$ cat config.mk
export PLATFORM = sky130hd
export DESIGN_NAME = fixed_partition_fit_allocator
export DESIGN_NICKNAME = d
export VERILOG_FILES = /design/src/sv/fpfa_pkg.sv /design/src/sv/fpfa_cell.sv /design/src/sv/fpfa_chain.sv /design/src/sv/fixed_partition_fit_allocator.sv
export SDC_FILE = /design/constraint.sdc
export NUM_CORES = 1
export LEC_CHECK = 0
export BUFFER_PORTS_ARGS = -buffer_cell sky130_fd_sc_hd__buf_2
export CAP_MARGIN = 20
export CORE_ASPECT_RATIO = 0.75
export CORE_MARGIN = 2
export CORE_UTILIZATION = 35
export CTS_CLUSTER_SIZE = 10
export DETAILED_ROUTE_END_ITERATION = 10
export PLACE_DENSITY = 0.6
export SYNTH_ARGS = -nofsm -noshare
export SYNTH_HDL_FRONTEND = slang
export SYNTH_HIERARCHICAL = 1
export SYNTH_SLANG_ARGS = --single-unit
$ cat constraint.sdc
create_clock -name clk -period 3.6 [get_ports clk]
set_clock_uncertainty 0.1 [all_clocks]
set_input_delay 0.72 -clock clk [delete_from_list [all_inputs] [get_ports clk]]
set_output_delay 0.72 -clock clk [all_outputs]
set_load 0.005 [all_outputs]
$ cat src/sv/fpfa_pkg.sv
// Shared types and constants for the fixed partition fit allocator.
// No dependencies; every other file imports this package.
package fpfa_pkg;

	localparam int PARTITION_COUNT = 16;
	localparam int SIZE_W = 10;
	localparam int IDX_W = (PARTITION_COUNT > 1) ? $clog2(PARTITION_COUNT) : 1;
	localparam int LOAD_W = 4;
	// wide enough to compare a load index with a cell position without truncation
	localparam int CMP_W = (IDX_W > LOAD_W) ? IDX_W : LOAD_W;

	typedef enum logic [1:0] {
		MODE_FIRST = 2'd0,
		MODE_BEST  = 2'd1,
		MODE_WORST = 2'd2,
		MODE_LOAD  = 2'd3
	} mode_t;

	localparam logic [1:0] ST_ALLOCATED = 2'd0;
	localparam logic [1:0] ST_NOFIT     = 2'd1;
	localparam logic [1:0] ST_LOADED    = 2'd2;

	typedef enum logic [1:0] {
		S_IDLE,
		S_SCAN,
		S_HOLD
	} state_t;

	typedef struct packed {
		mode_t              mode;
		logic [SIZE_W-1:0]  req_size;
		logic [LOAD_W-1:0]  load_index;
	} req_word_t;

	typedef struct packed {
		logic [1:0]         status;
		logic [LOAD_W-1:0]  block_index;
	} rsp_word_t;

	// search token handed from cell to cell
	typedef struct packed {
		logic               active;
		mode_t              policy;
		logic [SIZE_W-1:0]  need;
		logic               found;
		logic [IDX_W-1:0]   idx;
		logic [SIZE_W-1:0]  best_size;
	} hop_t;

	// broadcast writes to the cell row
	typedef struct packed {
		logic               load_en;
		logic [LOAD_W-1:0]  load_index;
		logic [SIZE_W-1:0]  load_size;
		logic               clr_en;
		logic [IDX_W-1:0]   clr_idx;
	} cell_ctrl_t;

endpackage

$ cat src/sv/fpfa_cell.sv
// One partition cell: holds a size and a free flag, updates the passing search token.
// Depends on fpfa_pkg.
module fpfa_cell (
	input  logic                        clk,
	input  logic                        arst_n,
	input  logic [fpfa_pkg::IDX_W-1:0]  position,
	input  fpfa_pkg::cell_ctrl_t        ctrl,
	input  fpfa_pkg::hop_t              hop_in,
	output fpfa_pkg::hop_t              hop_q
);
	import fpfa_pkg::*;

	logic [SIZE_W-1:0] size_q;
	logic              free_q;
	logic              fits;
	logic              load_hit;
	logic              clr_hit;
	hop_t              hop_nxt;

	assign load_hit = ctrl.load_en && (CMP_W'(ctrl.load_index) == CMP_W'(position));
	assign clr_hit  = ctrl.clr_en && (ctrl.clr_idx == position);
	assign fits     = free_q && (size_q >= hop_in.need);

	always_comb begin
		hop_nxt = hop_in;
		if (hop_in.active && fits) begin
			if (!hop_in.found) begin
				hop_nxt.found     = 1'b1;
				hop_nxt.idx       = position;
				hop_nxt.best_size = size_q;
			end else if (hop_in.policy == MODE_BEST && size_q < hop_in.best_size) begin
				hop_nxt.idx       = position;
				hop_nxt.best_size = size_q;
			end else if (hop_in.policy == MODE_WORST && size_q > hop_in.best_size) begin
				hop_nxt.idx       = position;
				hop_nxt.best_size = size_q;
			end
		end
	end

	always_ff @(posedge clk or negedge arst_n) begin
		if (!arst_n) begin
			hop_q  <= '0;
			free_q <= 1'b0;
		end else begin
			hop_q <= hop_nxt;
			if (load_hit) begin
				free_q <= 1'b1;
			end else if (clr_hit) begin
				free_q <= 1'b0;
			end
		end
	end

	always_ff @(posedge clk) begin
		if (load_hit) begin
			size_q <= ctrl.load_size;
		end
	end

endmodule

$ cat src/sv/fpfa_chain.sv
// Row of partition cells; the search token moves one cell per cycle from head to tail.
// Depends on fpfa_pkg and fpfa_cell.
module fpfa_chain (
	input  logic                  clk,
	input  logic                  arst_n,
	input  fpfa_pkg::cell_ctrl_t  ctrl,
	input  fpfa_pkg::hop_t        head,
	output fpfa_pkg::hop_t        tail
);
	import fpfa_pkg::*;

	hop_t links [0:PARTITION_COUNT];

	assign links[0] = head;
	assign tail     = links[PARTITION_COUNT];

	for (genvar i = 0; i < PARTITION_COUNT; i++) begin : g_cell
		fpfa_cell u_cell (
			.clk      (clk),
			.arst_n   (arst_n),
			.position (IDX_W'(i)),
			.ctrl     (ctrl),
			.hop_in   (links[i]),
			.hop_q    (links[i+1])
		);
	end

endmodule

$ cat src/sv/fixed_partition_fit_allocator.sv
// Top level of the fixed partition fit allocator: control, result register, assertions.
// Depends on fpfa_pkg and fpfa_chain.
//
// Usage:
//   Request channel (req_valid, req_stall, req): one word per item, mode selects
//   first, best or worst fit, or a load of one partition's size.
//   Response channel (rsp_valid, rsp_stall, rsp): exactly one word per item,
//   status and partition index.
// Flow:
//   A load is answered from the response register, written as the request is taken.
//   An allocation runs its search token down a row of PARTITION_COUNT cells, one
//   cell per cycle, and answers from the response register once it leaves the tail.
//   One item is in flight at a time; req_stall stays high from acceptance until
//   the response word is taken, so the next item enters the cycle after that.
// Reset:
//   arst_n clears every free flag (nothing can be allocated until loaded),
//   the search row and the control state. Sizes are held without reset.
// Receiver stall:
//   The response word holds in its register while rsp_stall is high.
module fixed_partition_fit_allocator (
	input  logic                 clk,
	input  logic                 arst_n,
	input  logic                 req_valid,
	output logic                 req_stall,
	input  fpfa_pkg::req_word_t  req,
	output logic                 rsp_valid,
	input  logic                 rsp_stall,
	output fpfa_pkg::rsp_word_t  rsp
);
	import fpfa_pkg::*;

	state_t     state_q;
	state_t     state_nxt;
	rsp_word_t  rsp_q;
	rsp_word_t  rsp_nxt;
	logic       rsp_load;
	logic       req_take;
	logic       is_load;
	logic       load_ok;
	cell_ctrl_t ctrl;
	hop_t       head;
	hop_t       tail;

	assign req_stall = (state_q != S_IDLE);
	assign req_take  = req_valid && !req_stall;
	assign is_load   = (req.mode == MODE_LOAD);
	assign load_ok   = int'(req.load_index) < PARTITION_COUNT;

	always_comb begin
		ctrl            = '0;
		ctrl.load_en    = req_take && is_load && load_ok;
		ctrl.load_index = req.load_index;
		ctrl.load_size  = req.req_size;
		// mark the winner allocated as the token leaves the row
		ctrl.clr_en     = tail.active && tail.found;
		ctrl.clr_idx    = tail.idx;
	end

	always_comb begin
		head        = '0;
		head.active = req_take && !is_load;
		head.policy = req.mode;
		head.need   = req.req_size;
	end

	fpfa_chain u_chain (
		.clk    (clk),
		.arst_n (arst_n),
		.ctrl   (ctrl),
		.head   (head),
		.tail   (tail)
	);

	always_comb begin
		state_nxt = state_q;
		rsp_nxt   = rsp_q;
		rsp_load  = 1'b0;
		unique case (state_q)
			S_IDLE: begin
				if (req_take) begin
					if (is_load) begin
						rsp_load  = 1'b1;
						state_nxt = S_HOLD;
						if (load_ok) begin
							rsp_nxt.status      = ST_LOADED;
							rsp_nxt.block_index = req.load_index;
						end else begin
							rsp_nxt.status      = ST_NOFIT;
							rsp_nxt.block_index = '0;
						end
					end else begin
						state_nxt = S_SCAN;
					end
				end
			end
			S_SCAN: begin
				if (tail.active) begin
					rsp_load  = 1'b1;
					state_nxt = S_HOLD;
					if (tail.found) begin
						rsp_nxt.status      = ST_ALLOCATED;
						rsp_nxt.block_index = LOAD_W'(tail.idx);
					end else begin
						rsp_nxt.status      = ST_NOFIT;
						rsp_nxt.block_index = '0;
					end
				end
			end
			S_HOLD: begin
				if (!rsp_stall) begin
					state_nxt = S_IDLE;
				end
			end
			default: begin
				state_nxt = S_IDLE;
			end
		endcase
	end

	always_ff @(posedge clk or negedge arst_n) begin
		if (!arst_n) begin
			state_q <= S_IDLE;
		end else begin
			state_q <= state_nxt;
		end
	end

	always_ff @(posedge clk) begin
		if (rsp_load) begin
			rsp_q <= rsp_nxt;
		end
	end

	assign rsp_valid = (state_q == S_HOLD);
	assign rsp       = rsp_q;

`ifndef SYNTHESIS
	// the token reaches the tail only while a search is pending
	a_tail_in_scan: assert property (@(posedge clk) disable iff (!arst_n)
		tail.active |-> (state_q == S_SCAN))
		else $error("search token at tail outside of a scan");

	// a finished search always produces a response word next cycle
	a_tail_to_rsp: assert property (@(posedge clk) disable iff (!arst_n)
		tail.active |=> rsp_valid)
		else $error("finished search gave no response");

	// no new item while a response is outstanding
	a_no_take_when_full: assert property (@(posedge clk) disable iff (!arst_n)
		rsp_valid |-> !req_take)
		else $error("request taken while response pending");

	// a failed fit reports index zero
	a_nofit_zero: assert property (@(posedge clk) disable iff (!arst_n)
		(rsp_valid && rsp.status == ST_NOFIT) |-> (rsp.block_index == '0))
		else $error("no-fit response with nonzero index");
`endif

endmodule
# Word level (Yosys, flattened, before mapping)
# Index checks and enable logic that the tools add are counted.
# classes
order_cmp	46
muxes	107
n_reduce_logical	123
eq_ne	67
# op_table
op	n
two-way mux 14 bit	45
two-way mux 15 bit	16
greater-or-equal comparator 10 bit	16
> comparator 10 bit	15
less-than comparator 10 bit	15
logical AND 1 bit	98
equality test 4 bit (second input constant)	16
nonzero test 2 bit	18
two-way mux 1 bit	35
equality test 2 bit (second input constant)	17
equality test 2 x 1 -> 1 bit (second input constant)	16
equality test 4 x 3 -> 1 bit (second input constant)	8
two-way mux 6 bit	3
equality test 4 x 2 -> 1 bit (second input constant)	4
case mux 6 bit (2 select lines)	1
equality test 4 x 1 -> 1 bit (second input constant)	2
zero test 4 bit	2
two-way mux 2 bit	4
!= test 2 bit (second input constant)	3
case mux 2 bit (3 select lines)	1
two-way mux 5 bit	1
AND reduction 5 bit	1
AND reduction 3 bit	1
zero test 1 bit	2
3 further kinds	3
# word_totals
input_bits	20
output_inout_bits	8
reg_bits	610
word_cells	471

# Logic depth before layout (Yosys ltp)
# Gate-level depths: netlist (run 1).
# logic_depth
ltp_word	6
depth_mapped	9
mapped_depth_nobuf	8

# Modules after synthesis
# Netlist (run 1), hierarchy kept.
# by_module_without_submodules
module	area_per_inst_um2	n_inst	cells_each	seq_area_each_um2
fpfa_cell (u_chain.g_cell[0].u_cell ...)	1871.8	11	140	1026.0
fpfa_cell (u_chain.g_cell[13].u_cell ...)	1913.1	5	143	1026.0
fixed_partition_fit_allocator	396.6	1	38	230.2
fpfa_chain	7.5	1	2	0.0

# Worst setup path after synthesis (run 1)
# No wires, ideal clock.
# synth_path
path_kind	in2reg
start	input req[14] (netlist name)
end	register u_chain.g_cell[0].u_cell.size_q[0] (enable)
required_ns	3.093
setup_time_ns	0.407
cell_stages	4
path_slack_ns	0.735
n_path_buf	0
arrival_ns	2.358
path_cell_list	nand3_1 > nor2_2 > nand2_1 > nor4_1
# synth_lines
element	line_no	text
start, declared	fixed_partition_fit_allocator.sv:25	input fpfa_pkg::req_word_t req,
end signal, assigned	fpfa_cell.sv:57	size_q <= ctrl.load_size;
end, declared	fpfa_cell.sv:13	logic [SIZE_W-1:0] size_q;

==> flow_summary.json, run 1 <==
{
  "slew_violations": 0,
  "detail-route-antenna-nets": 0,
  "p_per_area_nw_per_um2": 487,
  "cp-start-kind": "flip-flop",
  "avgSynthCellArea_sq_um": 13.2,
  "drive_above_1_share_pct": 16.9,
  "place_hpwl_mm": 48.4,
  "status": "finished clean",
  "tightest_slew_ps": 992,
  "cts_htree_levels": 3,
  "numCtsBuffers": 71,
  "worst-path-max-fanout": 9,
  "drtIter0Drc": 980,
  "regToRegStartpoint": "u_chain/g_cell[13].u_cell/size_q[5]",
  "p_seq_share_pct": 48.7,
  "setup_viol": 0,
  "area_growth_syn_to_layout_pct": 15.9,
  "rsz0062_at_grt": "no",
  "worstPathRequired_ps": 3960,
  "gp_congestion": 0.831,
  "p_comb_share_pct": 12.8,
  "dr.pass1.iters": 5,
  "num-nets-final": 2959,
  "syn_area_sq_um": 29900,
  "fin_util_pct": 41.1,
  "rr_worst_depth": 8,
  "cts_tree": "done",
  "antenna_found_initial": 3,
  "worstSkewPairLatency_ps": 590,
  "p_leak_nw": 16.1,
  "die_x_um": 341,
  "io_buffers": 27,
  "start_util_pct": 35.5,
  "crit_start": "u_chain/g_cell[13].u_cell/size_q[5]",
  "grt_pass1_wl_mm": 105,
  "grt_start_max_net_pins": 90,
  "r2r_end": "u_chain/g_cell[13].u_cell/hop_q[1]",
  "rows": 92,
  "cp-end-kind": "flip-flop",
  "clock-sinks": 610,
  "postCtsHoldBufs": 0,
  "path_class": "flip-flop to flip-flop",
  "die_h_um": 257,
  "period_needed_ps": 2990,
  "synthCells": 2263,
  "via_per_inst": 4.63,
  "clk_path_buf_depth": 3,
  "max-vdd-ir-drop_v": 0.000312,
  "clkPwrFrac_pct": 38.5,
  "place_area_sq_um": 32600,
  "cap_violations": 0,
  "io_pins": 28,
  "final_area_sq_um": 34600,
  "core-area_sq_um": 84300,
  "power_switching_share_pct": 25.4,
  "hold_ws_ps": 53.8,
  "hp-class": "primary input to async pin",
  "grt_pass1_vias": 18700,
  "endpoint": "u_chain/g_cell[13].u_cell/hop_q[1]",
  "fmax_mhz": 335,
  "fin_tns_setup_ps": 0,
  "cts.clk_slew.worst_paths_ps": 60,
  "intPower_mw": 12.6,
  "vias": 17600,
  "yosysWarnings": 6,
  "drc": 0,
  "switching_power_mw": 4.28,
  "regToRegSetupSlack_ps": 610,
  "cts_root_buf": "clkbuf_16",
  "die-area_sq_um": 87700,
  "hold_viol_final": 0,
  "relSlewSlack_pct": 33.9,
  "arrival_ps": 3350,
  "fillers": 7834,
  "cts-resized-gates": 0,
  "drt-wirelength-per-cell_um": 17.2,
  "drt-total-wl_mm": 65.4,
  "cts_setup_buffers": 0,
  "grt_overflow": 0,
  "grt_usage_pct": 15.3,
  "fin_crit_sh_pct": 83.0
}
area by class of cell:
class | count | area (sq um) | area share [%]
multi-input combinational | 1510 | 13200 | 38.1
inverter | 342 | 1280 | 3.71
clock buffer | 119 | 2020 | 5.84
tap | 1128 | 1410 | 4.08
clock inverter | 1 | 5.00 | 0.0145
timing repair buffer | 84 | 623 | 1.80
antenna | 1 | 2.50 | 0.00723
sequential | 610 | 16100 | 46.5
state kept, by name, summed over array words and instances (netlist names):
| name | count |
|---|---|
| u_chain/g_cell.u_cell/hop_q | 426 |
| state_q | 2 |
| rsp | 6 |
| u_chain/g_cell.u_cell/size_q | 160 |
| u_chain/g_cell.u_cell/free_q | 16 |
power groups by stage:
stage               Clock, mW  Combinational, mW  Sequential [mW]
floorplan                   0               1.59             8.11
global placement            0               2.07             8.32
detailed placement          0               2.16             8.33
CTS                      6.67               2.18             8.21
global route             6.96               2.44             8.27
finish                   6.48               2.16             8.20
cell usage in the layout, fill, tap and decap left out, types with 34 or more instances in the layout:
| cell | instances |
|---|---|
| o21ai_0 | 37 |
| nand4_1 | 48 |
| clkbuf_1 | 45 |
| edfxtp_1 | 166 |
| conb_1 | 219 |
| nor2_1 | 34 |
| nand2b_1 | 43 |
| xor2_1 | 96 |
| ha_1 | 320 |
| clkbuf_16 | 74 |
| buf_4 | 53 |
| mux2_4 | 154 |
| dfrtp_1 | 444 |
| nand2_1 | 95 |
| a21oi_1 | 87 |
| mux2_2 | 60 |
| inv_1 | 341 |
per-stage QoR:
step / power (mW) / cells / setup WS [ps]
global placement: 10.4 / 3674 / 661
CTS: 17.1 / 3794 / 603
finish: 16.8 / 3795 / 611
floorplan: 9.70 / 2479 / 735
detailed placement: 10.5 / 3674 / 623
global route: 17.7 / 3794 / 452
layer usage:
layer | track usage, % | part of all wire (%) | vias to the layer above | wire length (um)
met5 | 0 | 0 | - | 0
met4 | 3.70 | 1.9 | 0 | 1210
met3 | 2.55 | 4.0 | 84 | 2600
met2 | 23.6 | 44 | 271 | 29100
met1 | 22.4 | 50 | 8781 | 32500
li1 | - | - | 8448 | -
critical path, cell delays in order (launching register included):
cell,delay [ps]
edfxtp_1,430
ha_1,350
nand4_1,170
a211oi_1,100
a2111oi_4,430
nor2_2,100
a311oi_4,530
buf_4,310
mux2_2,350
how the worst min path moves through the flow:
stage | start | end | slack [ps] | cells past startpoint
6_report | arst_n | u_chain/g_cell[13].u_cell/hop_q[10] | 50 | 1
5_1_grt | arst_n | u_chain/g_cell[13].u_cell/hop_q[10] | 90 | 1
3_5_place_dp | u_chain/g_cell[3].u_cell/hop_q[23] | u_chain/g_cell[4].u_cell/hop_q[23] | 260 | 0
2_1_floorplan | u_chain/g_cell[9].u_cell/hop_q[16] | u_chain/g_cell[10].u_cell/hop_q[16] | 250 | 0
4_1_cts | arst_n | u_chain/g_cell[13].u_cell/hop_q[10] | 60 | 1
3_3_place_gp | u_chain/g_cell[12].u_cell/hop_q[17] | u_chain/g_cell[13].u_cell/hop_q[17] | 260 | 0
No activity file was read; power rests on OpenSTA's default activity.
==> run 2: changes to the inputs <==
clock period = 3.1 ns   (was 3.6 ns; I/O delays follow)
==> run 2 against run 1 <==
  * Hold slack gained 26 ps
  * Non-clock buffer count rose by 9
  * Clock-buffer cell count up 2
  * First-iteration DRC count grew 2.4%
  * Largest cell class unchanged
  * Cell count up 0.40%
  * Die area did not move
  * Sequential power grew 16%
  * Critical path depth fell by 1
  * Combinational power grew 17%
==> flow_summary.json, run 2 (synthesis results as in run 1) <==
{
  "core-area_sq_um": 84300,
  "arrival_ps": 3210,
  "clock-sinks": 610,
  "cap_violations": 0,
  "gp_congestion": 0.853,
  "p_per_area_nw_per_um2": 566,
  "place_hpwl_mm": 49.3,
  "fin_crit_sh_pct": 91.0,
  "layout_common_cells": "dfrtp_1, inv_1, ha_1",
  "area_growth_syn_to_layout_pct": 16.4,
  "p_leak_nw": 16.1,
  "largest_reg_flops": 426,
  "place_area_sq_um": 32700,
  "r2r_end": "u_chain/g_cell[1].u_cell/hop_q[3]",
  "die_h_um": 257,
  "cp_top_family": "compound AO/OA/AOI/OAI gates",
  "cts_root_buf": "clkbuf_16",
  "cts_tree": "done",
  "cp_slowest_cell": "o22ai_1",
  "endpoint": "u_chain/g_cell[1].u_cell/hop_q[3]",
  "slew_violations": 0,
  "fin_cells": 3810,
  "vias": 17700,
  "cp_num_cells": 7,
  "fillers": 7871,
  "setup_viol": 0,
  "crit_start": "u_chain/g_cell[1].u_cell/size_q[5]",
  "drt-total-wl_mm": 66.1,
  "worst-path-max-fanout": 10,
  "cts_htree_levels": 3,
  "cts.clk_slew.worst_paths_ps": 60,
  "regToRegStartpoint": "u_chain/g_cell[1].u_cell/size_q[5]",
  "rows": 92,
  "top_register": "u_chain/g_cell.u_cell/hop_q",
  "die_x_um": 341,
  "die-area_sq_um": 87700,
  "detail-route-antenna-nets": 0,
  "worstPathRequired_ps": 3490,
  "hold_viol_final": 0,
  "path_class": "flip-flop to flip-flop",
  "hp-class": "primary input to flip-flop",
  "regToRegSetupSlack_ps": 280,
  "period_needed_ps": 2820,
  "place_inst": 3682,
  "relSlewSlack_pct": 33.2,
  "num-nets-final": 2968,
  "grt_start_max_net_pins": 75,
  "fin_util_pct": 41.3,
  "drtIter0Drc": 1004,
  "final_area_sq_um": 34800,
  "antenna_found_initial": 5,
  "worstSkewPairLatency_ps": 610,
  "status": "finished clean",
  "grt_pass1_vias": 18900,
  "top_regs": "u_chain/g_cell.u_cell/hop_q x426, u_chain/g_cell.u_cell/size_q x160, u_chain/g_cell.u_cell/free_q x16",
  "drt-wirelength-per-cell_um": 17.3,
  "grt_pass1_wl_mm": 106,
  "io_pins": 28,
  "rr_worst_depth": 7,
  "cts-resized-gates": 0,
  "drive_above_1_share_pct": 17.3,
  "cp-end-kind": "flip-flop",
  "drc": 0,
  "dr.pass1.iters": 5,
  "worstPathBufferInverterCount": 1,
  "numCtsBuffers": 71,
  "cp-start-kind": "flip-flop",
  "cp_slowest_stage_delay_ps": 460,
  "total_power_mw": 19.7,
  "tightest_slew_ps": 1000,
  "fin_tns_setup_ps": 0,
  "io_buffers": 27,
  "rsz0062_at_grt": "no",
  "grt_usage_pct": 15.4,
  "grt_overflow": 0,
  "fmax_mhz": 355,
  "final_common_cell": "dfrtp_1",
  "crit_chain": "ha_1, a41oi_1, o22ai_1, a21oi_1, a311oi_2, buf_4, mux2_2",
  "via_per_inst": 4.64,
  "max-vdd-ir-drop_v": 0.000409,
  "start_util_pct": 35.5,
  "clk_path_buf_depth": 3
}
## run 2: changes by cell type in the layout (fill, tap and decap cells not counted), sizes merged
cell | before | now
inv | 342 | 346
buf | 84 | 92
dlygate4sd3 | 0 | 1
clkbuf | 119 | 121
## run 2: layer usage
metal,wire length (um),track usage [%],vias up
met3,3230,3.44,103
met5,0,0,-
met2,30300,24.4,312
met1,31100,21.2,8781
li1,-,-,8476
met4,1460,4.42,0
## run 2: through the flow
step                      hold WS [ps]  worst slack [ps]
final                             79.7               280
after detailed placement           260               374
after floorplan                    224               335
after global placement             260               383
after CTS                         47.7               346
after global routing              58.8               227
## run 2: worst min path at each step
stage          slack (ps)                                  to                               start  cells past startpoint
2_1_floorplan         220                          state_q[0]                              arst_n                      0
3_3_place_gp          260  u_chain/g_cell[9].u_cell/hop_q[17]  u_chain/g_cell[8].u_cell/hop_q[17]                      0
3_5_place_dp          260  u_chain/g_cell[9].u_cell/hop_q[17]  u_chain/g_cell[8].u_cell/hop_q[17]                      0
4_1_cts                50  u_chain/g_cell[0].u_cell/hop_q[25]                             req[14]                      1
5_1_grt                60  u_chain/g_cell[0].u_cell/hop_q[25]                             req[14]                      1
6_report               80  u_chain/g_cell[0].u_cell/hop_q[25]                             req[14]                      1
## run 2: layout make-up
cell class / count / area (sq um) / share of cell area (%)
Multi-Input combinational cell: 1510 / 13200 / 37.9
Inverter: 342 / 1280 / 3.69
Sequential cell: 610 / 16100 / 46.3
Timing Repair Buffer: 93 / 718 / 2.07
Tap cell: 1128 / 1410 / 4.06
Clock buffer: 121 / 2050 / 5.89
Antenna cell: 1 / 2.50 / 0.00720
Clock inverter: 5 / 40.0 / 0.115
## run 2: report_power, final
group          total, mW  internal (mW)  switching [mW]  leakage, nW
Combinational       2.53           1.23            1.30         8.42
Clock               7.63           4.48            3.15         1.00
Sequential          9.53           8.97           0.561         6.72
Total               19.7           14.7            5.01         16.1
## run 2: repair_timing
action | CTS | global route
buffers inserted | 0 | 0
hold buffers | 1 | 0
endpoints found under the hold margin | 50 | 0
==> run 3: changes to the inputs <==
PLACE_DENSITY = not set   (was 0.6)
PLACE_DENSITY_LB_ADDON = 0.3   (was not set)
==> run 3 against run 2 <==
  * Global-route usage grew 0.080 points
  * Maximum frequency is 2.2% higher
  * Final area is essentially flat
  * Core utilization barely moved
  * Hold slack got worse by 6.8 ps
  * First-iteration DRC count shrank 11%
  * Die area unchanged
  * Largest cell class unchanged
==> flow_summary.json, run 3 (synthesis results as in run 1) <==
{
  "fin_util_pct": 41.3,
  "cts-resized-gates": 0,
  "layout_common_cells": "dfrtp_1, inv_1, ha_1",
  "detail-route-antenna-nets": 0,
  "io_buffers": 27,
  "arrival_ps": 3150,
  "crit_chain": "ha_1, a21oi_2, o21ai_2, a2111oi_4, nor2_2, a311oi_4, buf_4, mux2_2",
  "rsz0062_at_grt": "no",
  "top_register": "u_chain/g_cell.u_cell/hop_q",
  "cp_slowest_stage_delay_ps": 450,
  "via_per_inst": 4.63,
  "endpoint": "u_chain/g_cell[13].u_cell/hop_q[3]",
  "drtIter0Drc": 898,
  "drc": 0,
  "worstPathRequired_ps": 3490,
  "rr_worst_depth": 8,
  "hold_viol_final": 0,
  "rows": 92,
  "antenna_found_initial": 4,
  "cap_violations": 0,
  "drive_above_1_share_pct": 17.3,
  "core-area_sq_um": 84300,
  "path_class": "flip-flop to flip-flop",
  "grt_start_max_net_pins": 82,
  "cp_slowest_cell": "a2111oi_4",
  "start_util_pct": 35.5,
  "final_common_cell": "dfrtp_1",
  "gp_congestion": 0.814,
  "top_regs": "u_chain/g_cell.u_cell/hop_q x426, u_chain/g_cell.u_cell/size_q x160, u_chain/g_cell.u_cell/free_q x16",
  "drt-wirelength-per-cell_um": 17.4,
  "p_per_area_nw_per_um2": 565,
  "num-nets-final": 2971,
  "tightest_slew_ps": 974,
  "status": "finished clean",
  "cts.clk_slew.worst_paths_ps": 60,
  "period_needed_ps": 2760,
  "cts_htree_levels": 3,
  "grt_pass1_vias": 18900,
  "cp_num_cells": 8,
  "regToRegSetupSlack_ps": 340,
  "regToRegStartpoint": "u_chain/g_cell[13].u_cell/size_q[5]",
  "grt_usage_pct": 15.5,
  "cp-start-kind": "flip-flop",
  "drt-total-wl_mm": 66.5,
  "vias": 17700,
  "largest_reg_flops": 426,
  "fillers": 7883,
  "setup_viol": 0,
  "die_x_um": 341,
  "area_growth_syn_to_layout_pct": 16.4,
  "antenna_cells": 0,
  "place_area_sq_um": 32700,
  "fin_crit_sh_pct": 89.0,
  "dr.pass1.iters": 4,
  "grt_overflow": 0,
  "cts_tree": "done",
  "hp-class": "primary input to flip-flop",
  "max-vdd-ir-drop_v": 0.000375,
  "crit_start": "u_chain/g_cell[13].u_cell/size_q[5]",
  "die-area_sq_um": 87700,
  "worstSkewPairLatency_ps": 620,
  "cp-end-kind": "flip-flop",
  "worstPathBufferInverterCount": 1,
  "worst-path-max-fanout": 14,
  "cts_root_buf": "clkbuf_16",
  "hold_ws_ps": 72.8,
  "clk_path_buf_depth": 3,
  "r2r_end": "u_chain/g_cell[13].u_cell/hop_q[3]",
  "final_area_sq_um": 34800,
  "die_h_um": 257,
  "relSlewSlack_pct": 35.1,
  "numCtsBuffers": 71,
  "p_leak_nw": 16.1,
  "fin_tns_setup_ps": 0,
  "fmax_mhz": 363,
  "cts_setup_buffers": 0,
  "place_hpwl_mm": 49.6,
  "cp_top_family": "compound AO/OA/AOI/OAI gates",
  "whs_path_depth": 1,
  "slew_violations": 0,
  "clock-sinks": 610,
  "io_pins": 28,
  "grt_pass1_wl_mm": 106,
  "postCtsHoldBufs": 1
}
[run 3: layout make-up]
type / instances / area [sq um] / share of cell area, %
flip-flops and latches: 610 / 16100 / 46.3
repair buffers: 96 / 728 / 2.09
clock inverters: 7 / 98.8 / 0.284
inverters: 342 / 1280 / 3.69
multi-input cells: 1510 / 13200 / 37.9
well taps: 1128 / 1410 / 4.06
clock buffers: 122 / 1990 / 5.72
[run 3: worst reg2reg max path, cell delays in order, from the launching register on]
cell,delay [ps]
edfxtp_1,410
ha_1,350
a21oi_2,180
o21ai_2,100
a2111oi_4,450
nor2_2,100
a311oi_4,260
buf_4,320
mux2_2,380
[run 3: where the power goes]
part | internal, mW | leakage [nW] | switching (mW)
Sequential | 8.97 | 6.72 | 0.569
Clock | 4.37 | 0.989 | 3.21
Combinational | 1.23 | 8.43 | 1.31
[run 3: how the worst min path moves through the flow]
stage	slack (ps)	from	endpoint
5_1_grt	50	req[14]	u_chain/g_cell[0].u_cell/hop_q[25]
4_1_cts	30	req[14]	u_chain/g_cell[0].u_cell/hop_q[25]
2_1_floorplan	220	arst_n	state_q[0]
3_5_place_dp	260	u_chain/g_cell[0].u_cell/hop_q[23]	u_chain/g_cell[1].u_cell/hop_q[23]
3_3_place_gp	260	u_chain/g_cell[8].u_cell/hop_q[17]	u_chain/g_cell[9].u_cell/hop_q[17]
6_report	70	req[14]	u_chain/g_cell[0].u_cell/hop_q[25]
[run 3: metrics by stage]
step                      setup WS, ps  total power, mW  cells
after floorplan                    335             11.3   2479
after global placement             420             12.1   3685
after detailed placement           300             12.2   3685
after CTS                          334             19.9   3815
after global routing               241             20.6   3815
final                              342             19.6   3815
[run 3: per-layer routing]
metal | GRT usage (%) | wire [um] | up-vias
li1 | - | - | 8484
met3 | 2.51 | 1960 | 91
met5 | 0 | 0 | -
met4 | 3.89 | 1260 | 0
met1 | 21.6 | 32000 | 8878
met2 | 25.2 | 31200 | 202
